<file path="src/sv/oabs_pkg.sv">
// Package: shared constants, configuration and control types for overlap-add synthesis.
`timescale 1ns / 1ps
package oabs_pkg;

  localparam int MAX_OVERLAP   = 128;
  localparam int SAMPLE_BITS   = 24;
  localparam int POSITION_BITS = 16;
  localparam int IDX_BITS      = $clog2(MAX_OVERLAP);
  localparam int WIN_BITS      = 16;
  localparam int SIZE_BITS     = 9;
  localparam int OVL_BITS      = 8;
  localparam int COUNT_BITS    = 9;
  localparam int NORM_BITS     = 24;
  localparam int PIXEL_BITS    = 8;
  localparam int ADDR_BITS     = 5;
  localparam int DATA_BITS     = 32;

  localparam logic [WIN_BITS-1:0] ONE_Q15 = 16'h8000;
  localparam logic [PIXEL_BITS-1:0] PIXEL_MAX = 8'd255;

  // Register indexes
  localparam logic [2:0] REG_BLOCK_WIDTH    = 3'd0;
  localparam logic [2:0] REG_BLOCK_HEIGHT   = 3'd1;
  localparam logic [2:0] REG_OVERLAP_WIDTH  = 3'd2;
  localparam logic [2:0] REG_OVERLAP_HEIGHT = 3'd3;
  localparam logic [2:0] REG_BLOCKS_ACROSS  = 3'd4;
  localparam logic [2:0] REG_BLOCKS_DOWN    = 3'd5;
  localparam logic [2:0] REG_NORM_SCALE     = 3'd6;
  localparam logic [2:0] REG_PLANE_BASE     = 3'd7;

  // Window table selects
  localparam logic [1:0] TBL_X_LEFT  = 2'd0;
  localparam logic [1:0] TBL_X_RIGHT = 2'd1;
  localparam logic [1:0] TBL_Y_LEFT  = 2'd2;
  localparam logic [1:0] TBL_Y_RIGHT = 2'd3;

  // Item function codes
  localparam logic FUNC_LOAD  = 1'b0;
  localparam logic FUNC_PIXEL = 1'b1;

  typedef struct packed {
    logic [SIZE_BITS-1:0]  block_width;
    logic [SIZE_BITS-1:0]  block_height;
    logic [OVL_BITS-1:0]   overlap_width;
    logic [OVL_BITS-1:0]   overlap_height;
    logic [COUNT_BITS-1:0] blocks_across;
    logic [COUNT_BITS-1:0] blocks_down;
    logic [NORM_BITS-1:0]  norm_scale;
    logic [PIXEL_BITS-1:0] plane_base;
  } cfg_t;

  // Controller to datapath
  typedef struct packed {
    logic load;
    logic capture;
    logic div_step;
    logic out_load;
  } cmd_t;

  // Datapath to controller
  typedef struct packed {
    logic out_full;
  } sts_t;

endpackage

</file>
<file path="src/sv/oabs_cfg.sv">
// Configuration register file with APB-style access.
`timescale 1ns / 1ps
module oabs_cfg (
  input  logic                           clk,
  input  logic                           rst_n,
  input  logic                           cfg_psel,
  input  logic                           cfg_penable,
  input  logic                           cfg_pwrite,
  input  logic [oabs_pkg::ADDR_BITS-1:0] cfg_paddr,
  input  logic [oabs_pkg::DATA_BITS-1:0] cfg_pwdata,
  output logic [oabs_pkg::DATA_BITS-1:0] cfg_prdata,
  output logic                           cfg_pready,
  output oabs_pkg::cfg_t                 cfg
);
  import oabs_pkg::*;

  cfg_t       cfg_r;
  logic       wr_en;
  logic [2:0] reg_idx;

  assign cfg_pready = 1'b1;
  assign wr_en      = cfg_psel & cfg_penable & cfg_pwrite;
  assign reg_idx    = cfg_paddr[4:2];
  assign cfg        = cfg_r;

  // Register writes
  always_ff @(posedge clk) begin
    if (!rst_n) begin
      cfg_r.block_width    <= 9'd32;
      cfg_r.block_height   <= 9'd32;
      cfg_r.overlap_width  <= 8'd16;
      cfg_r.overlap_height <= 8'd16;
      cfg_r.blocks_across  <= 9'd1;
      cfg_r.blocks_down    <= 9'd1;
      cfg_r.norm_scale     <= 24'd16384;
      cfg_r.plane_base     <= 8'd0;
    end else if (wr_en) begin
      unique case (reg_idx)
        REG_BLOCK_WIDTH:    cfg_r.block_width    <= cfg_pwdata[8:0];
        REG_BLOCK_HEIGHT:   cfg_r.block_height   <= cfg_pwdata[8:0];
        REG_OVERLAP_WIDTH:  cfg_r.overlap_width  <= cfg_pwdata[7:0];
        REG_OVERLAP_HEIGHT: cfg_r.overlap_height <= cfg_pwdata[7:0];
        REG_BLOCKS_ACROSS:  cfg_r.blocks_across  <= cfg_pwdata[8:0];
        REG_BLOCKS_DOWN:    cfg_r.blocks_down    <= cfg_pwdata[8:0];
        REG_NORM_SCALE:     cfg_r.norm_scale     <= cfg_pwdata[23:0];
        REG_PLANE_BASE:     cfg_r.plane_base     <= cfg_pwdata[7:0];
        default: ;
      endcase
    end
  end

  // Read mux
  always_comb begin
    unique case (reg_idx)
      REG_BLOCK_WIDTH:    cfg_prdata = {23'd0, cfg_r.block_width};
      REG_BLOCK_HEIGHT:   cfg_prdata = {23'd0, cfg_r.block_height};
      REG_OVERLAP_WIDTH:  cfg_prdata = {24'd0, cfg_r.overlap_width};
      REG_OVERLAP_HEIGHT: cfg_prdata = {24'd0, cfg_r.overlap_height};
      REG_BLOCKS_ACROSS:  cfg_prdata = {23'd0, cfg_r.blocks_across};
      REG_BLOCKS_DOWN:    cfg_prdata = {23'd0, cfg_r.blocks_down};
      REG_NORM_SCALE:     cfg_prdata = {8'd0, cfg_r.norm_scale};
      REG_PLANE_BASE:     cfg_prdata = {24'd0, cfg_r.plane_base};
      default:            cfg_prdata = '0;
    endcase
  end
endmodule

</file>
<file path="config.mk">
export PLATFORM = sky130hd
export DESIGN_NAME = oabs_cfg
export DESIGN_NICKNAME = d
export VERILOG_FILES = /design/src/sv/oabs_pkg.sv /design/src/sv/oabs_cfg.sv
export SDC_FILE = /design/constraint.sdc
export NUM_CORES = 1
export LEC_CHECK = 0
export BUFFER_PORTS_ARGS = -buffer_cell sky130_fd_sc_hd__buf_2
export CELL_PAD_IN_SITES_DETAIL_PLACEMENT = 2
export CELL_PAD_IN_SITES_GLOBAL_PLACEMENT = 2
export CORE_MARGIN = 4
export CORE_UTILIZATION = 29
export CTS_CLUSTER_SIZE = 16
export DETAILED_ROUTE_END_ITERATION = 8
export MAX_ROUTING_LAYER = met4
export PLACE_DENSITY_LB_ADDON = 0.3
export SLEW_MARGIN = 10
export SYNTH_ARGS = -nofsm -noshare
export SYNTH_HDL_FRONTEND = slang
export SYNTH_SLANG_ARGS = --single-unit
</file>
<file path="constraint.sdc">
create_clock -name clk -period 2 [get_ports clk]
set_input_delay 0.2 -clock clk [delete_from_list [all_inputs] [get_ports clk]]
set_output_delay 0.2 -clock clk [all_outputs]
set_load 0.05 [all_outputs]
</file>
# Word-level counts from Yosys, hierarchy flattened
# Cells that the tools add are included.
dict set report totals {
  elab_cells 27
  input_bits 42
  register_bits 84
}
dict set report classes {
  mux 1
  n_reduce_logical 9
  eq_ne 7
  n_bitwise 2
}
# cell n
set op_table {}
lappend op_table {{$pmux 32 s8} 1}
lappend op_table {{$reduce_and 2->1} 8}
lappend op_table {{$eq 3x3->1 const B} 4}
lappend op_table {{$eq 3x2->1 const B} 2}
lappend op_table {{$eq 3x1->1 const B} 1}
lappend op_table {{$logic_not 3->1} 1}
lappend op_table {{$and 1x1->1} 2}

# Depth between registers and ports, before layout
# Gate-level depths: netlist of the first run.
dict set report depth {
  ltp_word 3
  mapped_depth 7
}

# Worst setup path after synthesis of the first run
# No wires, ideal clock.
dict set report synth_timing {
  kind {reg-to-output}
  startpoint {reg cfg_r (netlist bit cfg[63])}
  endpoint {out cfg_prdata[5] in the netlist's numbering}
  stages_incl_launch_ff 5
  setup_slack_ps -66
  path_buffers 0
  arrival_ps 1866
  cell_sequence {dfxtp_1 inv_1 a221oi_1 a21oi_1 a31oi_1}
}
dict set report synth_via {
  elab_chain_len 1
}
# element line
set synth_rtl {}
lappend synth_rtl {{from (decl)} oabs_cfg.sv:17} ;# cfg_t cfg_r;
lappend synth_rtl {{$pmux 32 s8} oabs_cfg.sv:54} ;# unique case (reg_idx)
lappend synth_rtl {{to (decl)} oabs_cfg.sv:11} ;# output logic [oabs_pkg::DATA_BITS-1:0] cfg_prdata,
# Every way passes these cells. The select of a mux whose other input is x is not followed.

# Worst setup path after layout of the first run
dict set report layout_timing {
  startpoint {reg cfg_r (netlist bit cfg[14])}
  endpoint {out cfg_prdata[6] in the netlist's numbering}
}
# Same word-level chain as after synthesis.

==> results of run 1 <==
metrics by stage:
step,util (%),cell area (µm²),cells,TNS (ns),worst slack [ns]
6_report,38.8,5200,783,0,0.0620
5_1_grt,38.8,5200,783,-0.00735,-0.00735
3_5_place_dp,36.4,4880,767,-0.342,-0.0884
2_1_floorplan,-,4060,486,0,0.0396
3_3_place_gp,36.4,4880,767,-0.0167,-0.00899
4_1_cts,38.7,5180,783,0,0.0303
worst paths after layout:
check	from	to	slack, ns
worst max register to register	cfg[36]	cfg[36]	1.24
worst max-delay path	cfg[14]	cfg_prdata[6]	0.06
worst min register to register	cfg[21]	cfg[21]	0.48
worst min-delay path	cfg_pwdata[14]	cfg[22]	0.07
cell families (layout without fill, tap and decap cells):
family                 after synthesis  after routing  share of synthesized area (%)
AO/OA/AOI/OAI                      120            120                           20.6
other                                2              9                          0.187
AND/OR/NAND/NOR                    173            173                           20.6
buffers and inverters               61            182                           7.15
multiplexers                        39             39                           9.74
flip-flops                          84             84                           41.8
layer usage:
| metal | up-vias | global-route usage [%] |
|---|---|---|
| li1 | 1845 | - |
| met1 | 1974 | 25.0 |
| met2 | 110 | 35.3 |
| met3 | 12 | 5.12 |
| met4 | 0 | 4.73 |
| met5 | - | - |
where the power goes:
group	switching [µW]	total (µW)	internal, µW
clock	681	1720	1040
combinational	318	443	125
sequential	11.2	1700	1690
total	1010	3860	2850
layout by cell type, fill, tap and decap left out, types with 2 or more instances in the layout:
cell type,synthesis,routed
clkbuf_8,0,2
a21boi_1,2,2
inv_1,10,10
buf_4,11,16
mux2i_1,38,35
conb_1,2,9
buf_2,14,138
a221oi_1,14,13
nor2_1,20,19
nand2b_1,5,5
buf_12,0,2
dfxtp_1,84,84
nand2_1,88,88
a21boi_0,52,52
and2_1,15,15
mux2i_2,0,3
or3_1,3,3
clkbuf_1,25,4
clkbuf_16,0,9
nor2b_1,27,26
o2bb2ai_1,6,6
nor2_2,3,4
a21oi_1,3,2
o21ai_0,36,36
nand3_1,5,5
critical path, stage by stage, from the launching register on:
cell      delay [ns]
dfxtp_1         0.33
mux2i_1         0.32
a221oi_2        0.15
a221oi_1        0.32
nor2_2          0.06
buf_2           0.22
cell type report:
class | count | share of cell area, %
clock buffers | 15 | 5.15
clock inverters | 1 | 0.577
inverters | 10 | 0.722
multi-input cells | 341 | 40.6
flip-flops and latches | 84 | 32.3
well taps | 176 | 4.23
repair buffers | 156 | 16.4
repair_timing:
item,4_1_cts,5_1_grt
cloned,0,0
resized for setup,1,6
hold endpoints to repair,0,0
endpoints found under the setup margin,6,4
==> flow_summary.json, run 1 <==
{
  "path_class": "register to output port",
  "drt-wirelength-per-cell_um": 20.4,
  "relSlewSlack_pct": 43.3,
  "dr.first_iter.drc_count": 220,
  "synth_edf_count": 0,
  "period_share_pct": 96.9,
  "io_pins": 159,
  "setup_viol": 0,
  "fp.dieW_um": 126,
  "synth_seq_area_share_pct": 41.8,
  "fmax_ghz": 0.516,
  "clkSinkCount": 84,
  "hold_path_depth": 3,
  "vias_per_cell": 5.03,
  "yosys-top-cells-area": "dfxtp_1, a21boi_0, mux2i_1",
  "die-area_um2": 15800,
  "detail-route-antenna-nets": 0,
  "synth_top_cell_by_area": "dfxtp_1",
  "power_uw": 3860,
  "ys_ff_latch": 84,
  "fin_crit_ns": 1.94,
  "synth_common_cells": "nand2_1, dfxtp_1, a21boi_0, mux2i_1, o21ai_0",
  "start_util_pct": 30.0,
  "multiInputGateArea_um2": 2110,
  "maxSlewViolCount": 0,
  "yosysMostFrequentCell": "nand2_1",
  "ir_drop_uv": 318,
  "n_antenna_cell": 0,
  "leakage_uw": 0.00230,
  "ff2ff_path_depth": 2,
  "area_growth_pct": 29.3,
  "fillers": 1562,
  "critPathArrivalTime_ns": 1.74,
  "synth_top_area_share_pct": 41.8,
  "syn_inst": 479,
  "wirelength_mm": 16.0,
  "gp_congestion": 0.826,
  "coreArea_um2": 13400,
  "status": "finished clean",
  "cts_hold_buf": 0,
  "grt_max_degree": 55,
  "yosys_warnings": 0,
  "dp_hpwl_mm": 11.8,
  "worst_pin_slew_ns": 0.851,
  "grt_first_pass_wirelength_mm": 24.8,
  "num_rows": 42,
  "ys_async_sr_fraction_pct": 0,
  "dr_wl_met3_um": 924,
  "post_cts_buffers": 0,
  "antenna_found_initial": 0,
  "hold_path.class": "primary input to register",
  "clock_tree.root_cell": "clkbuf_16",
  "worstSetupEndpointType": "output port",
  "clk_pin_slew_ns": 0.06,
  "clk_path_buf_depth": 2,
  "drv_cap": 0,
  "finalHoldViolations": 0,
  "power-per-cell-area_nw_per_um2": 742,
  "port_buffers": 139,
  "timing.hold.ws_ns": 0.0743,
  "synthesis.area_um2": 4020,
  "largest_register_ffs": 84,
  "wl_met1_mm": 6.74,
  "highest_layer": "met4",
  "fin_nets": 644,
  "gr-total-overflow": 0,
  "drive_above_1_share_pct": 30.3,
  "cts_tree": "built",
  "syn_area_per_cell_um2": 8.40,
  "critPathMaxFanout": 3,
  "drc": 0,
  "cp-start-kind": "register",
  "skew_ns": 0,
  "ys_types": 36,
  "die_y_um": 126,
  "cts_buffers": 9,
  "regArea_um2": 1680,
  "wl_met2_mm": 8.13,
  "grt_pass1_vias": 4292,
  "critPathRequiredTime_ns": 1.80,
  "htreeDepth": 3,
  "clkLatencyLatePin_ns": 0.34,
  "vias": 3941,
  "first_pass_iters": 4,
  "synth-main-ff-cell": "dfxtp_1",
  "track_usage_pct": 20.8
}
Power figures use the tool's default switching activity.
==> run 2: changes to the inputs <==
Settings changed: ABC_AREA from default to 1, CORE_UTILIZATION 29 to 27.
==> flow_summary.json, run 2 <==
{
  "clk_path_buf_depth": 2,
  "crit_chain": "buf_2 -> nor2_4 -> nand2_1 -> clkinv_1 -> nand2_1 -> nand3_1 -> buf_2",
  "cts_resized": 0,
  "power_switching_uw": 1070,
  "skew_ns": 0,
  "synth_top_area_share_pct": 42.5,
  "yosys_warnings": 0,
  "synth_edf_count": 0,
  "grt_max_degree": 85,
  "port_buffers": 139,
  "dp_hpwl_mm": 12.1,
  "critPathArrivalTime_ns": 1.50,
  "drive_above_1_share_pct": 27.3,
  "cp_num_cells": 7,
  "track_usage_pct": 20.7,
  "clk_pin_slew_ns": 0.06,
  "die-area_um2": 16700,
  "critPathTopFamily": "simple AND/OR/NAND/NOR gates",
  "cp-start-kind": "primary input",
  "seqPwrFrac_pct": 41.3,
  "fin_nets": 741,
  "synthesis.area_um2": 3960,
  "gp_congestion": 0.819,
  "min_from": "cfg_pwdata[9]",
  "status": "finished clean",
  "worstSetupEndpointType": "output port",
  "crit_start": "cfg_paddr[2]",
  "power-per-cell-area_nw_per_um2": 809,
  "swShare_pct": 25.8,
  "power.internal_uw": 3070,
  "worstPathBufferInverterCount": 3,
  "dr.first_iter.drc_count": 257,
  "drc": 0,
  "start_util_pct": 28.1,
  "cp_slowest_cell": "buf_2",
  "dpl_cell_area_um2": 4770,
  "ff2ff_path_depth": 2,
  "grt_pass1_vias": 4550,
  "syn_inst": 573,
  "power_frac_clock_pct": 48.1,
  "fin_crit_ns": 1.70,
  "cts_buffers": 9,
  "synth-main-ff-cell": "dfxtp_1",
  "ir_drop_uv": 398,
  "leakage_uw": 0.00262,
  "finalHoldViolations": 0,
  "area_growth_pct": 29.4,
  "slowest_delay_ns": 0.27,
  "drv_cap": 0,
  "htreeDepth": 3,
  "finalInstanceArea_um2": 5120,
  "critPathRequiredTime_ns": 1.80,
  "ys_async_sr_fraction_pct": 0,
  "r2r-end": "cfg[58]",
  "fmax_ghz": 0.588,
  "post_cts_buffers": 0,
  "fp.dieW_um": 129,
  "setup_viol": 0,
  "cts_tree": "built",
  "yosys-top-cells-area": "dfxtp_1, nor2_1, o21ai_0",
  "gr-total-overflow": 0,
  "critPathCapture": "cfg_prdata[1]",
  "die_y_um": 129,
  "largest_register_ffs": 84,
  "fin_cells": 884,
  "path_class": "primary input to output port",
  "final_common_cell": "nor2_1",
  "hold_path.class": "primary input to register",
  "io_pins": 159,
  "drt-wirelength-per-cell_um": 18.8,
  "synth_seq_area_share_pct": 42.5,
  "wirelength_mm": 16.7,
  "setup_tns_ns": 0,
  "n_antenna_cell": 0,
  "layout_common_cells": "nor2_1, buf_2, dfxtp_1",
  "yosysMostFrequentCell": "nor2_1",
  "vias_per_cell": 4.89,
  "coreArea_um2": 14100,
  "p_comb_share_pct": 10.5,
  "rsz0062_at_grt": "false",
  "critPathMaxFanout": 10,
  "place_inst": 868,
  "maxSlewViolCount": 0,
  "clkSinkCount": 84,
  "period_share_pct": 85.0,
  "num_rows": 43,
  "synth_top_cell_by_area": "dfxtp_1",
  "reg2reg_slack_ns": 1.26,
  "synth_common_cells": "nor2_1, dfxtp_1, o21ai_0, nand2_1, nand4_1",
  "ys_types": 23,
  "detail-route-antenna-nets": 0,
  "vias": 4325,
  "worstReg2RegStart": "cfg[58]",
  "syn_area_per_cell_um2": 6.91,
  "ys_ff_latch": 84,
  "grt_first_pass_wirelength_mm": 25.7,
  "antenna_found_initial": 0,
  "clkLatencyLatePin_ns": 0.34,
  "cts_hold_buf": 0,
  "first_pass_iters": 4,
  "clock_tree.root_cell": "clkbuf_16"
}
## run 2: cell count changes after synthesis, moves of 8 or more
cell / previous run / this run
a21boi_0: 52 / 0
a221oi_1: 14 / 0
and2_1: 15 / 0
inv_1: 10 / 28
inv_2: 0 / 8
mux2i_1: 38 / 0
nand2_1: 88 / 60
nand3_1: 5 / 23
nand4_1: 1 / 33
nor2_1: 20 / 194
nor2b_1: 27 / 0
o21ai_0: 36 / 75
## run 2: area by class of cell
type / instances / area [µm²]
sequential: 84 / 1680
fill: 1703 / 8970
inverter: 39 / 154
multi-input combinational: 414 / 1910
clock inverter: 4 / 95.1
tap: 180 / 225
timing repair buffer: 151 / 798
clock buffer: 12 / 256
## run 2: how the worst min path moves through the flow
stage	cells past startpoint	slack, ns	end
after floorplan	2	0.33	cfg[22]
after global placement	3	0.42	cfg[22]
after detailed placement	3	0.43	cfg[22]
after CTS	3	0.07	cfg[22]
after global routing	3	0.09	cfg[29]
final	3	0.08	cfg[17]
## run 2: stage by stage
step	hold slack, ns	total power (µW)	util [%]	setup slack, ns
floorplan	0.330	2050	-	0.404
global placement	0.420	2170	33.8	0.344
detailed placement	0.435	2190	33.8	0.244
CTS	0.0711	4180	36.3	0.288
global route	0.0914	4290	36.3	0.195
finish	0.0799	4140	36.3	0.301
## run 2: power groups by stage
stage / Combinational [µW] / Sequential [µW] / Clock, µW
finish: 437 / 1710 / 1990
global route: 468 / 1710 / 2110
CTS: 440 / 1710 / 2030
floorplan: 234 / 1820 / 0
detailed placement: 437 / 1750 / 0
global placement: 426 / 1750 / 0
## run 2: logic make-up after synthesis
logic type | Yosys count | synth area share (%)
AND/OR/NAND/NOR | 326 | 37.4
flip-flops | 84 | 42.5
buffers and inverters | 82 | 9.89
AO/OA/AOI/OAI | 79 | 10.1
other | 2 | 0.190
## run 2: routing by layer
layer	up-vias	global-route usage, %	wire length [µm]
li1	2081	-	-
met1	2111	27.9	7670
met2	122	32.7	7850
met3	11	2.68	957
met4	0	5.81	180
met5	-	-	0
## run 2: worst register-to-register path: cells and delay by family, from the launching register on
family | cells | cell delay (ns)
AOI/OAI and AO/OA | 1 | 0.22
DFF | 1 | 0.35
and+or+nand+nor | 1 | 0.05
