$ cat config.mk
export PLATFORM = sky130hd
export DESIGN_NAME = oabs_ctrl
export DESIGN_NICKNAME = d
export VERILOG_FILES = /design/src/sv/oabs_pkg.sv /design/src/sv/oabs_ctrl.sv
export SDC_FILE = /design/constraint.sdc
export NUM_CORES = 1
export LEC_CHECK = 0
export ABC_AREA = 0
export BUFFER_PORTS_ARGS = -buffer_cell sky130_fd_sc_hd__buf_2
export CAP_MARGIN = 20
export CORE_AREA = 2 2 39 41
export CTS_BUF_LIST = sky130_fd_sc_hd__clkbuf_16
export DETAILED_ROUTE_END_ITERATION = 8
export DIE_AREA = 0 0 41 43
export GPL_ROUTABILITY_DRIVEN = 1
export GPL_TIMING_DRIVEN = 1
export PLACE_DENSITY = 0.58
export SLEW_MARGIN = 15
export SYNTH_ARGS = -nofsm -noshare
export SYNTH_HDL_FRONTEND = slang
export SYNTH_SLANG_ARGS = --single-unit
export TNS_END_PERCENT = 20
$ cat constraint.sdc
create_clock -name clk -period 4.2 [get_ports clk]
set_clock_uncertainty 0.2 [all_clocks]
set_input_delay 0.84 -clock clk [delete_from_list [all_inputs] [get_ports clk]]
set_output_delay 0.84 -clock clk [all_outputs]
set_load 0.02 [all_outputs]
$ cat src/sv/oabs_pkg.sv
// Package: shared constants, configuration and control types for overlap-add synthesis.
`timescale 1ns / 1ps
package oabs_pkg;

  localparam int MAX_OVERLAP   = 128;
  localparam int SAMPLE_BITS   = 24;
  localparam int POSITION_BITS = 16;
  localparam int IDX_BITS      = $clog2(MAX_OVERLAP);
  localparam int WIN_BITS      = 16;
  localparam int SIZE_BITS     = 9;
  localparam int OVL_BITS      = 8;
  localparam int COUNT_BITS    = 9;
  localparam int NORM_BITS     = 24;
  localparam int PIXEL_BITS    = 8;
  localparam int ADDR_BITS     = 5;
  localparam int DATA_BITS     = 32;

  localparam logic [WIN_BITS-1:0] ONE_Q15 = 16'h8000;
  localparam logic [PIXEL_BITS-1:0] PIXEL_MAX = 8'd255;

  // Register indexes
  localparam logic [2:0] REG_BLOCK_WIDTH    = 3'd0;
  localparam logic [2:0] REG_BLOCK_HEIGHT   = 3'd1;
  localparam logic [2:0] REG_OVERLAP_WIDTH  = 3'd2;
  localparam logic [2:0] REG_OVERLAP_HEIGHT = 3'd3;
  localparam logic [2:0] REG_BLOCKS_ACROSS  = 3'd4;
  localparam logic [2:0] REG_BLOCKS_DOWN    = 3'd5;
  localparam logic [2:0] REG_NORM_SCALE     = 3'd6;
  localparam logic [2:0] REG_PLANE_BASE     = 3'd7;

  // Window table selects
  localparam logic [1:0] TBL_X_LEFT  = 2'd0;
  localparam logic [1:0] TBL_X_RIGHT = 2'd1;
  localparam logic [1:0] TBL_Y_LEFT  = 2'd2;
  localparam logic [1:0] TBL_Y_RIGHT = 2'd3;

  // Item function codes
  localparam logic FUNC_LOAD  = 1'b0;
  localparam logic FUNC_PIXEL = 1'b1;

  typedef struct packed {
    logic [SIZE_BITS-1:0]  block_width;
    logic [SIZE_BITS-1:0]  block_height;
    logic [OVL_BITS-1:0]   overlap_width;
    logic [OVL_BITS-1:0]   overlap_height;
    logic [COUNT_BITS-1:0] blocks_across;
    logic [COUNT_BITS-1:0] blocks_down;
    logic [NORM_BITS-1:0]  norm_scale;
    logic [PIXEL_BITS-1:0] plane_base;
  } cfg_t;

  // Controller to datapath
  typedef struct packed {
    logic load;
    logic capture;
    logic div_step;
    logic out_load;
  } cmd_t;

  // Datapath to controller
  typedef struct packed {
    logic out_full;
  } sts_t;

endpackage

$ cat src/sv/oabs_ctrl.sv
// Controller: sequences capture, division, window read, the multiply stages and the output load.
`timescale 1ns / 1ps
module oabs_ctrl (
  input  logic           clk,
  input  logic           rst_n,
  input  logic           in_valid,
  input  logic           in_func,
  output logic           in_ready,
  input  oabs_pkg::sts_t sts,
  output oabs_pkg::cmd_t cmd
);
  import oabs_pkg::*;

  typedef enum logic [3:0] {
    ST_IDLE, ST_DIV, ST_READ, ST_MUL1, ST_MUL2, ST_MUL3, ST_MUL4, ST_MUL5, ST_DONE
  } state_t;

  localparam int DIV_STEPS = POSITION_BITS;
  localparam int CNT_BITS  = $clog2(DIV_STEPS);

  state_t              state_r, state_nxt;
  logic [CNT_BITS-1:0] cnt_r, cnt_nxt;
  logic                accept;

  assign in_ready = (state_r == ST_IDLE);
  assign accept   = in_valid & in_ready;

  // Next state and commands
  always_comb begin
    state_nxt    = state_r;
    cnt_nxt      = cnt_r;
    cmd          = '0;
    unique case (state_r)
      ST_IDLE: begin
        if (accept && in_func == FUNC_LOAD) begin
          cmd.load = 1'b1;
        end else if (accept) begin
          cmd.capture = 1'b1;
          cnt_nxt     = '0;
          state_nxt   = ST_DIV;
        end
      end
      ST_DIV: begin
        cmd.div_step = 1'b1;
        cnt_nxt      = cnt_r + 1'b1;
        if (cnt_r == CNT_BITS'(DIV_STEPS - 1)) state_nxt = ST_READ;
      end
      ST_READ: state_nxt = ST_MUL1;
      ST_MUL1: state_nxt = ST_MUL2;
      ST_MUL2: state_nxt = ST_MUL3;
      ST_MUL3: state_nxt = ST_MUL4;
      ST_MUL4: state_nxt = ST_MUL5;
      ST_MUL5: state_nxt = ST_DONE;
      ST_DONE: begin
        if (!sts.out_full) begin
          cmd.out_load = 1'b1;
          state_nxt    = ST_IDLE;
        end
      end
      default: state_nxt = ST_IDLE;
    endcase
  end

  // State register
  always_ff @(posedge clk) begin
    if (!rst_n) begin
      state_r <= ST_IDLE;
      cnt_r   <= '0;
    end else begin
      state_r <= state_nxt;
      cnt_r   <= cnt_nxt;
    end
  end
endmodule

Word level (Yosys, flattened, before mapping). Index checks and enable logic that the tools add are counted.

Output and inout port bits: 5. Logic and storage cells: 38. Register bits: 8.

Reduce and logical (&&, ||, !) cells: 5. Mux-type cells: 15. Add/sub/neg operators: 1. Bitwise operators: 2. Eq/ne operators: 13.

Operators by type and width (number): 4-bit one-hot mux with 9 select lines (1); 4-bit two-way mux (6); 4-bit by 3-bit == test with 1-bit output (second input constant) (4); 4-bit by 2-bit == test with 1-bit output (second input constant) (2); 4-bit == test (second input constant) (2); 4-bit one-hot mux with 2 select lines (1); 1-bit two-way mux (6); 2-bit inequality test (second input constant) (3); 4-bit by 1-bit adder with 4-bit output (second input constant) (1); 4-bit by 1-bit == test with 1-bit output (second input constant) (1); 4-bit logical NOT (1); 4-bit AND reduction (1); 3-bit AND reduction (1); 2-bit two-way mux (1); 2-bit by 1-bit inequality test with 1-bit output (second input constant) (1); 2-bit nonzero test (1); 1-bit AND (1); 1-bit logical AND (1); 1-bit NOT (1).

Logic depth before layout (Yosys ltp). Gate-level depths: netlist (run 1).

Depth after elaboration: 5. Depth in mapped cells: 4. Gate-level depth less buffers: 4.

Least setup slack after synthesis (run 1). OpenSTA, ideal clock, no wires.

Path type: reg-to-output. From: reg state_r[1]. To: out cmd[3] (netlist bit). Arrival: 1642 ps. Path buffers: 0. Setup slack: 1518 ps. Stages on the path, launching flop included: 3. Data required time: 3160 ps. Path through: dfxtp_1 > or4_2 > nor3b_1.

RTL lines: start: declaration (RTL line oabs_ctrl.sv:21) `state_t state_r, state_nxt;`; start signal: assignment (RTL line oabs_ctrl.sv:70) `state_r <= state_nxt;`; end: declaration (RTL line oabs_ctrl.sv:10) `output oabs_pkg::cmd_t cmd`.

==> flow_metrics.tcl, run 1 <==
set metrics [dict create \
    status "finished clean" \
    pwr-share-clk 0.581 \
    p_per_area_mw_per_mm2 499 \
    synth_seq_cells 8 \
    path_class "reg2out" \
    grt_pass1_vias 347 \
    drive_gt1_frac 0.310 \
    relSlewSlack 0.830 \
    power_leakage_nw 0.221 \
    syn-cell-area_um2 415 \
    overflow 0 \
    post-dp-hpwl_um 611 \
    power.total_mw 0.277 \
    pin_count 10 \
    diodes 0 \
    crit_path_start_kind "register" \
    yosysWarnings 0 \
    seq_power_share 0.301 \
    ys_top_cells_by_area "dfxtp_1 (39%), a21boi_0 (5.4%), nor2_1 (4.5%)" \
    cts_hold_buf 0 \
    drtPass1Iterations 4 \
    end_kind "output pin" \
    power_switching_mw 0.0607 \
    core_area_mm2 0.00138 \
    maxSlewViolCount 0 \
    grt_pass1_wl_um 1470 \
    p_comb_frac 0.118 \
    wire_per_inst_um 11.2 \
    synth_cells 46 \
    yosysTopAreaCell "dfxtp_1" \
    cap_violations 0 \
    fp.dieArea_mm2 0.00176 \
    cp_max_fo 6 \
    clk_pin_slew_ps 40 \
    die_y_um 43 \
    area_delta_synth_final_pct 33.7 \
    fin_setup_tns_ps 0 \
    synth_edf_count 0 \
    grt_usage 0.126 \
    cts_resized 0 \
    cts_setup_buffers 0 \
    synth_cell_types 23 \
    ys_seq_area_frac 0.386 \
    crit_required_ps 3160 \
    wl_um 831 \
    yosys.area.top_type_share 0.386 \
    synth.net_count 52 \
    port_buffers 9 \
    final_nets 66 \
    cts_sinks 8 \
    avgSynthCellArea_um2 9.03 \
    synth_common_cells "dfxtp_1 (8), nor2_1 (5), nand2_1 (4)" \
    fin_crit_sh 0.659 \
    vias_per_cell 5.09 \
    cp.arrival_ps 1730 \
    p_int_mw 0.216 \
    clkLatencyLatePin_ps 230 \
    initial_utilization 0.300 \
    grt_start_max_net_pins 9 \
    numCtsBuffers 3 \
    antenna_found_initial 0 \
    min_period_ps 2770 \
    cts-root-buf "clkbuf_16" \
    vias 377 \
    rows 14 \
    cts_tree "done" \
    ant_nets 0 \
    gp_congestion 0.694 \
    drt_iter0_drc 10 \
    die-width_um 41 \
    htree_levels 1 \
    switching_share 0.219 \
    fillerInstances 146 \
    drc_errors 0 \
    ys.flop_type "dfxtp_1" \
    finalSetupViolCount 0 \
    synth_most_common_cell "dfxtp_1" \
    rsz0062_at_grt "no" \
    max_freq_ghz 0.361 \
    irDropWorstVdd_v 0.000182 \
    async_flop_share 0 \
    hold_viol 0 \
    hold_class "reg2reg" \
    cts_buffer_depth 2 \
    tightest_slew_ps 254 \
]
metrics by stage:
stage | cell area (um^2) | util | setup slack, ps | instances | hold slack (ps)
floorplan | 415 | - | 1520 | 46 | 271
global placement | 480 | 0.347 | 1690 | 71 | 289
detailed placement | 480 | 0.347 | 1680 | 71 | 299
CTS | 556 | 0.401 | 1430 | 74 | 306
global route | 556 | 0.401 | 1340 | 74 | 340
finish | 556 | 0.401 | 1430 | 74 | 303
layer usage:
layer / vias to the layer above / track usage / share of wire
met1: 171 / 0.174 / 0.49
met5: - / 0 / 0
met3: 2 / 0.0471 / 0.042
met4: 0 / 0.0800 / 0.018
met2: 11 / 0.159 / 0.45
li1: 193 / - / -
critical path, cell delays in order (launching register included):
cell     delay, ps
dfxtp_1        350
or4_2          750
nor3b_1        210
buf_2          190
cell usage in the layout, fill, tap and decap left out, drive strengths merged, types with 2 or more instances in the layout:
cell	count
buf	9
dfxtp	8
nor2	5
nand2	4
inv	3
a21boi	3
clkbuf	3
o21ai	3
nand4b	2
xnor2	2
nand3	2
or3	2
a21oi	2
power groups by stage:
stage	sequential (mW)	clock (mW)	combinational [mW]
2_1_floorplan	0.0835	0	0.0235
3_3_place_gp	0.0843	0	0.0325
3_5_place_dp	0.0845	0	0.0326
4_1_cts	0.0834	0.162	0.0327
5_1_grt	0.0841	0.168	0.0362
6_report	0.0834	0.161	0.0327
path summary, 6_finish.rpt:
| kind | startpoint | endpoint | slack [ps] | cells after the start |
|---|---|---|---|---|
| setup reg to reg | state_r[1] | state_r[1] | 2430 | 4 |
| setup / recovery | state_r[1] | cmd[3] | 1430 | 3 |
| hold / removal | cnt_r[3] | cnt_r[3] | 300 | 2 |
| hold reg to reg | cnt_r[3] | cnt_r[3] | 300 | 2 |
registers in the layout (all words and copies together), names as in the netlist:
| name | cells |
|---|---|
| cnt_r | 4 |
| state_r | 4 |
layout make-up:
class	instances	area, um^2	share of cell area
multi-input combinational	35	244	0.439
sequential	8	160	0.288
clock buffer	3	75.1	0.135
timing repair buffer	9	45.0	0.0811
tap	16	20.0	0.0360
inverter	3	11.3	0.0203
cell families after synthesis:
kind of cell / synth area share
xor gates and xnor gates: 0.0633
buffers and inverters: 0.0271
AOI/OAI and AO/OA: 0.199
adders and majority gates: 0.0301
and+or+nand+nor: 0.295
DFF: 0.386
Power figures use the tool's default switching activity.
==> inputs of run 2 (changes only) <==
--- a/config.mk
+++ b/config.mk
@@ -14,7 +14,7 @@
 export DIE_AREA = 0 0 41 43
 export GPL_ROUTABILITY_DRIVEN = 1
 export GPL_TIMING_DRIVEN = 1
-export PLACE_DENSITY = 0.58
+export PLACE_DENSITY = 0.6
 export SLEW_MARGIN = 15
 export SYNTH_ARGS = -nofsm -noshare
 export SYNTH_HDL_FRONTEND = slang
==> constraint.sdc (replaced) <==
create_clock -name clk -period 2.23 [get_ports clk]
set_clock_uncertainty 0.2 [all_clocks]
set_input_delay 0.446 -clock clk [delete_from_list [all_inputs] [get_ports clk]]
set_output_delay 0.446 -clock clk [all_outputs]
set_load 0.02 [all_outputs]
==> run 2 against run 1 <==
Against the previous run:
- final area rose by 5.4%
- register-to-register slack got worse by 2000 ps
- critical endpoint unchanged
- worst hold slack worse by 2.0 ps
- setup slack got worse by 1400 ps
- count of clock-buffer cells in the layout unchanged
- final cell count rose by 4.1%
- first-iteration DRC count down 20%
- largest cell class unchanged
==> flow_metrics.tcl, run 2 (synthesis results as in run 1) <==
set metrics [dict create \
    final_nets 69 \
    port_buffers 9 \
    cap_violations 0 \
    seq_power_share 0.287 \
    core_area_mm2 0.00138 \
    drive_gt1_frac 0.361 \
    fin_setup_tns_ps 0 \
    grt_usage 0.127 \
    gp_congestion 0.681 \
    ant_nets 0 \
    relSlewSlack 0.857 \
    overflow 0 \
    tightest_slew_ps 214 \
    crit_path_start_kind "register" \
    rows 14 \
    area_delta_synth_final_pct 41.0 \
    wire_per_inst_um 11.1 \
    top_regs "cnt_r: 4 flops, state_r: 4 flops" \
    layout_commonest_cell "buf_2" \
    path_class "reg2out" \
    power_leakage_nw 0.238 \
    power_switching_mw 0.118 \
    cts_hold_buf 0 \
    die-width_um 41 \
    fin_crit_sh 0.967 \
    irDropWorstVdd_v 0.000521 \
    diodes 0 \
    vias 373 \
    power.total_mw 0.534 \
    preCtsSetupSlack_ps 136 \
    p_per_area_mw_per_mm2 911 \
    drt_iter0_drc 8 \
    htree_levels 1 \
    pin_count 10 \
    crit_required_ps 1580 \
    layout_common_cells "buf_2 (9), dfxtp_1 (8), nor2_1 (5), nand2_1 (4)" \
    finalSetupViolCount 0 \
    numCtsBuffers 3 \
    end_kind "output pin" \
    drc_errors 0 \
    maxSlewViolCount 0 \
    post-dp-hpwl_um 648 \
    clk_pin_slew_ps 40 \
    cts_sinks 8 \
    grt_start_max_net_pins 8 \
    grt_pass1_vias 334 \
    worst_slack_ps 73.8 \
    hold_viol 0 \
    cp_max_fo 5 \
    hold_class "reg2reg" \
    crit_slowest_cell "or4_4" \
    max_freq_ghz 0.464 \
    cts-root-buf "clkbuf_16" \
    clkLatencyLatePin_ps 230 \
    cts_setup_buffers 0 \
    drtPass1Iterations 4 \
    finalCoreUtilization 0.423 \
    fp.dieArea_mm2 0.00176 \
    wl_um 854 \
    fillerInstances 138 \
    cp.arrival_ps 1510 \
    min_period_ps 2160 \
    cts_tree "done" \
    vias_per_cell 4.84 \
    grt_pass1_wl_um 1430 \
    cts_resized 1 \
    pwr-share-clk 0.572 \
    switching_share 0.221 \
    antenna_found_initial 0 \
    status "finished clean" \
    p_int_mw 0.415 \
    initial_utilization 0.300 \
    p_comb_frac 0.141 \
    path_cells "or4_4 > nor3b_2 > buf_2" \
    rsz0062_at_grt "no" \
    die_y_um 43 \
    cpPeakStageDelay_ps 570 \
    cts_buffer_depth 2 \
]
==> run 2: changes by cell type in the layout (fill, tap and decap cells not counted) <==
cell     previous run  this run
buf_4               0         3
or4_4               0         1
nor3b_2             0         1
or4_2               1         0
nor3b_1             1         0
==> run 2: per-stage QoR <==
step	std cells	hold WS, ps	area [um^2]
after detailed placement	74	295	508
after floorplan	46	271	420
after global routing	77	328	586
after global placement	74	292	508
final	77	301	586
after CTS	77	302	586
==> run 2: power groups by stage <==
stage | Clock [mW] | Combinational, mW | Sequential [mW]
global placement | 0 | 0.0735 | 0.155
detailed placement | 0 | 0.0740 | 0.155
finish | 0.305 | 0.0753 | 0.153
floorplan | 0 | 0.0452 | 0.157
global route | 0.316 | 0.0834 | 0.153
CTS | 0.311 | 0.0760 | 0.153
==> run 2: final cells by class <==
type	count	area, um^2	share of cell area
inverters	3	11.3	0.0192
multi-input cells	35	251	0.429
clock buffers	3	75.1	0.128
repair buffers	12	67.6	0.115
flip-flops and latches	8	160	0.274
well taps	16	20.0	0.0342
==> run 2: routing by layer <==
| layer | part of all wire | track usage | up-vias |
|---|---|---|---|
| met5 | 0 | 0 | - |
| met4 | 0.034 | 0.0800 | 0 |
| met3 | 0.040 | 0.0471 | 5 |
| met2 | 0.44 | 0.147 | 9 |
| met1 | 0.49 | 0.188 | 162 |
| li1 | - | - | 197 |
==> run 2: path summary, 6_finish.rpt <==
| kind | cells after the start | start | endpoint | slack, ps |
|---|---|---|---|---|
| worst min-delay path | 2 | cnt_r[3] | cnt_r[3] | 300 |
| worst max register to register | 4 | state_r[1] | cnt_r[3] | 440 |
| worst min register to register | 2 | cnt_r[3] | cnt_r[3] | 300 |
| worst max-delay path | 3 | state_r[2] | cmd[3] | 70 |
==> run 2: critical path, delay by kind of cell (launching register included) <==
family / cells / cell delay [ps]
AND/OR/NAND/NOR: 2 / 760
flip-flops: 1 / 340
buffers and inverters: 1 / 180
==> inputs of run 3 (changes only) <==
--- a/config.mk
+++ b/config.mk
@@ -5,7 +5,7 @@
 export SDC_FILE = /design/constraint.sdc
 export NUM_CORES = 1
 export LEC_CHECK = 0
-export ABC_AREA = 0
+export ABC_AREA = 1
 export BUFFER_PORTS_ARGS = -buffer_cell sky130_fd_sc_hd__buf_2
 export CAP_MARGIN = 20
 export CORE_AREA = 2 2 39 41
@@ -14,7 +14,7 @@
 export DIE_AREA = 0 0 41 43
 export GPL_ROUTABILITY_DRIVEN = 1
 export GPL_TIMING_DRIVEN = 1
-export PLACE_DENSITY = 0.6
+export PLACE_DENSITY = 0.63
 export SLEW_MARGIN = 15
 export SYNTH_ARGS = -nofsm -noshare
 export SYNTH_HDL_FRONTEND = slang
==> constraint.sdc (replaced) <==
create_clock -name clk -period 2.23 [get_ports clk]
set_clock_uncertainty 0.2 [all_clocks]
set_input_delay 0.223 -clock clk [delete_from_list [all_inputs] [get_ports clk]]
set_output_delay 0.223 -clock clk [all_outputs]
set_load 0.02 [all_outputs]
==> run 3 against run 2 <==
Against the previous run:
- largest power group unchanged
- critical path type unchanged
- final cell count rose by 17%
- final area rose by 0.64%
- wire length rose by 7.5%
- clock power barely moved
- fmax rose by 23%
- count of clock-buffer cells in the layout did not move
- highest routed layer unchanged
- utilization rose by 0.27 points
==> flow_metrics.tcl, run 3 <==
set metrics [dict create \
    status "finished clean" \
    antenna_found_initial 0 \
    rsz0062_at_grt "no" \
    path_class "reg2out" \
    grt_pass1_wl_um 1460 \
    vias 452 \
    drtPass1Iterations 2 \
    area_delta_synth_final_pct 31.2 \
    gp_congestion 0.703 \
    synth_seq_cells 8 \
    relSlewSlack 0.821 \
    vias_per_cell 5.02 \
    cts-root-buf "clkbuf_16" \
    top_regs "cnt_r: 4 flops, state_r: 4 flops" \
    cp.arrival_ps 1330 \
    pin_count 10 \
    place_area_um2 514 \
    cts_hold_buf 0 \
    seq_power_share 0.274 \
    hold_depth 3 \
    yosysWarnings 0 \
    initial_utilization 0.325 \
    crit_path_start_kind "register" \
    cts_tree "done" \
    port_buffers 9 \
    regToRegStartpoint "cnt_r[0]" \
    grt-busiest-layer "met2" \
    grt.met2_usage 0.169 \
    overflow 0 \
    p_per_area_mw_per_mm2 1210 \
    min_period_ps 1750 \
    core_area_mm2 0.00138 \
    post-dp-hpwl_um 691 \
    fp.dieArea_mm2 0.00176 \
    diodes 0 \
    irDropWorstVdd_v 0.000472 \
    grt_pass1_vias 388 \
    max_freq_ghz 0.571 \
    drc_errors 0 \
    switching_share 0.342 \
    synth.net_count 68 \
    finalCoreUtilization 0.426 \
    pwr-share-clk 0.425 \
    clkLatencyLatePin_ps 230 \
    layout_common_cells "nand3_1 (13), nand2_1 (9), buf_2 (9), dfxtp_1 (8), a21oi_1 (6)" \
    maxSlewViolCount 0 \
    htree_levels 1 \
    async_flop_share 0 \
    wire_per_inst_um 10.2 \
    hold_class "in2reg" \
    avgSynthCellArea_um2 7.24 \
    grt_usage 0.133 \
    cts_setup_buffers 0 \
    numCtsBuffers 3 \
    preCtsSetupSlack_ps 716 \
    rows 14 \
    holdPathEnd "state_r[0]" \
    drive_gt1_frac 0.297 \
    final_area_um2 589 \
    yosys.area.top_type_share 0.357 \
    wl_um 918 \
    ys.flop_type "dfxtp_1" \
    die_y_um 43 \
    r2r_cells 4 \
    cts_resized 0 \
    syn-cell-area_um2 449 \
    hold_viol 0 \
    final_nets 82 \
    synth_cells 62 \
    grt_start_max_net_pins 7 \
    p_comb_frac 0.301 \
    layout_commonest_cell "nand3_1" \
    cts_buffer_depth 2 \
    fin_crit_sh 0.785 \
    crit_required_ps 1810 \
    synth_common_cells "nand3_1 (13), nand2_1 (9), dfxtp_1 (8)" \
    p_int_mw 0.470 \
    worst_slack_ps 479 \
    synth_cell_types 19 \
    cap_violations 0 \
    tightest_slew_ps 269 \
    synth_most_common_cell "nand3_1" \
    power_switching_mw 0.244 \
    grt_use_met1 0.157 \
    use_met3 0.0314 \
    cts_sinks 8 \
    clk_pin_slew_ps 40 \
    synth_edf_count 0 \
    finalSetupViolCount 0 \
    ys_top_cells_by_area "dfxtp_1 (36%), nand3_1 (14%), nand2_1 (7.5%)" \
    reg2reg_to "cnt_r[2]" \
    holdCritStartpoint "rst_n" \
    die-width_um 41 \
    fin_setup_tns_ps 0 \
    r2r_setup_slack_ps 940 \
    end_kind "output pin" \
    drt_iter0_drc 6 \
    power_leakage_nw 0.270 \
    ant_nets 0 \
    ys_seq_area_frac 0.357 \
    cp_max_fo 5 \
    yosysTopAreaCell "dfxtp_1" \
]
## run 3: changes by cell type after synthesis, sizes merged, moves of 2 or more
cell	previous run	this run
a21oi	2	6
inv	3	6
a21boi	3	0
nor3	0	2
nand2	4	10
nor2	5	8
nand4b	2	0
or3	2	0
xnor2	2	0
nand4	0	3
o21ai	3	1
nand3	2	14
## run 3: worst max-delay path by stage
| stage | depth (start not counted) | slack [ps] | endpoint | start |
|---|---|---|---|---|
| 2_1_floorplan | 5 | 510 | cmd[3] | state_r[1] |
| 3_3_place_gp | 6 | 720 | cmd[3] | state_r[1] |
| 3_5_place_dp | 6 | 720 | cmd[3] | state_r[1] |
| 4_1_cts | 6 | 460 | cmd[3] | state_r[1] |
| 5_1_grt | 6 | 330 | cmd[3] | state_r[1] |
| 6_report | 6 | 480 | cmd[3] | state_r[1] |
## run 3: power groups by stage
stage	clock, mW	combinational [mW]	sequential, mW
after global placement	0	0.217	0.197
after detailed placement	0	0.218	0.198
final	0.304	0.215	0.196
after CTS	0.310	0.219	0.195
after global routing	0.316	0.246	0.199
after floorplan	0	0.169	0.192
## run 3: final cells by class
type	count	area (um^2)
fillers	149	795
multi-input cells	47	262
flip-flops and latches	8	160
clock buffers	3	75.1
repair buffers	9	45.0
inverters	7	27.5
well taps	16	20.0
## run 3: through the flow
stage	instances	power (mW)	hold slack [ps]
global route	90	0.762	63.4
floorplan	62	0.361	143
CTS	90	0.725	33.3
detailed placement	87	0.416	278
global placement	87	0.414	274
finish	90	0.715	29.0
## run 3: cells by family after synthesis
family                   count (synthesis)  share of synthesized area
buffers and inverters                    7                     0.0613
adder cells (fa/ha/maj)                  1                     0.0279
flip-flops                               8                      0.357
AND/OR/NAND/NOR                         39                      0.476
AO/OA/AOI/OAI                            7                     0.0780
## run 3: critical path, cell delays in order (launching register included)
cell and delay (ps):
dfxtp_1 370, nor2_2 200, inv_1 100, nor3_2 130
nand2_1 70, nor2_1 70, buf_2 160
## run 3: routing by layer
metal,vias up,routed length [um]
li1,236,-
met1,200,391
met2,11,438
met3,5,42
met4,0,46
met5,-,0
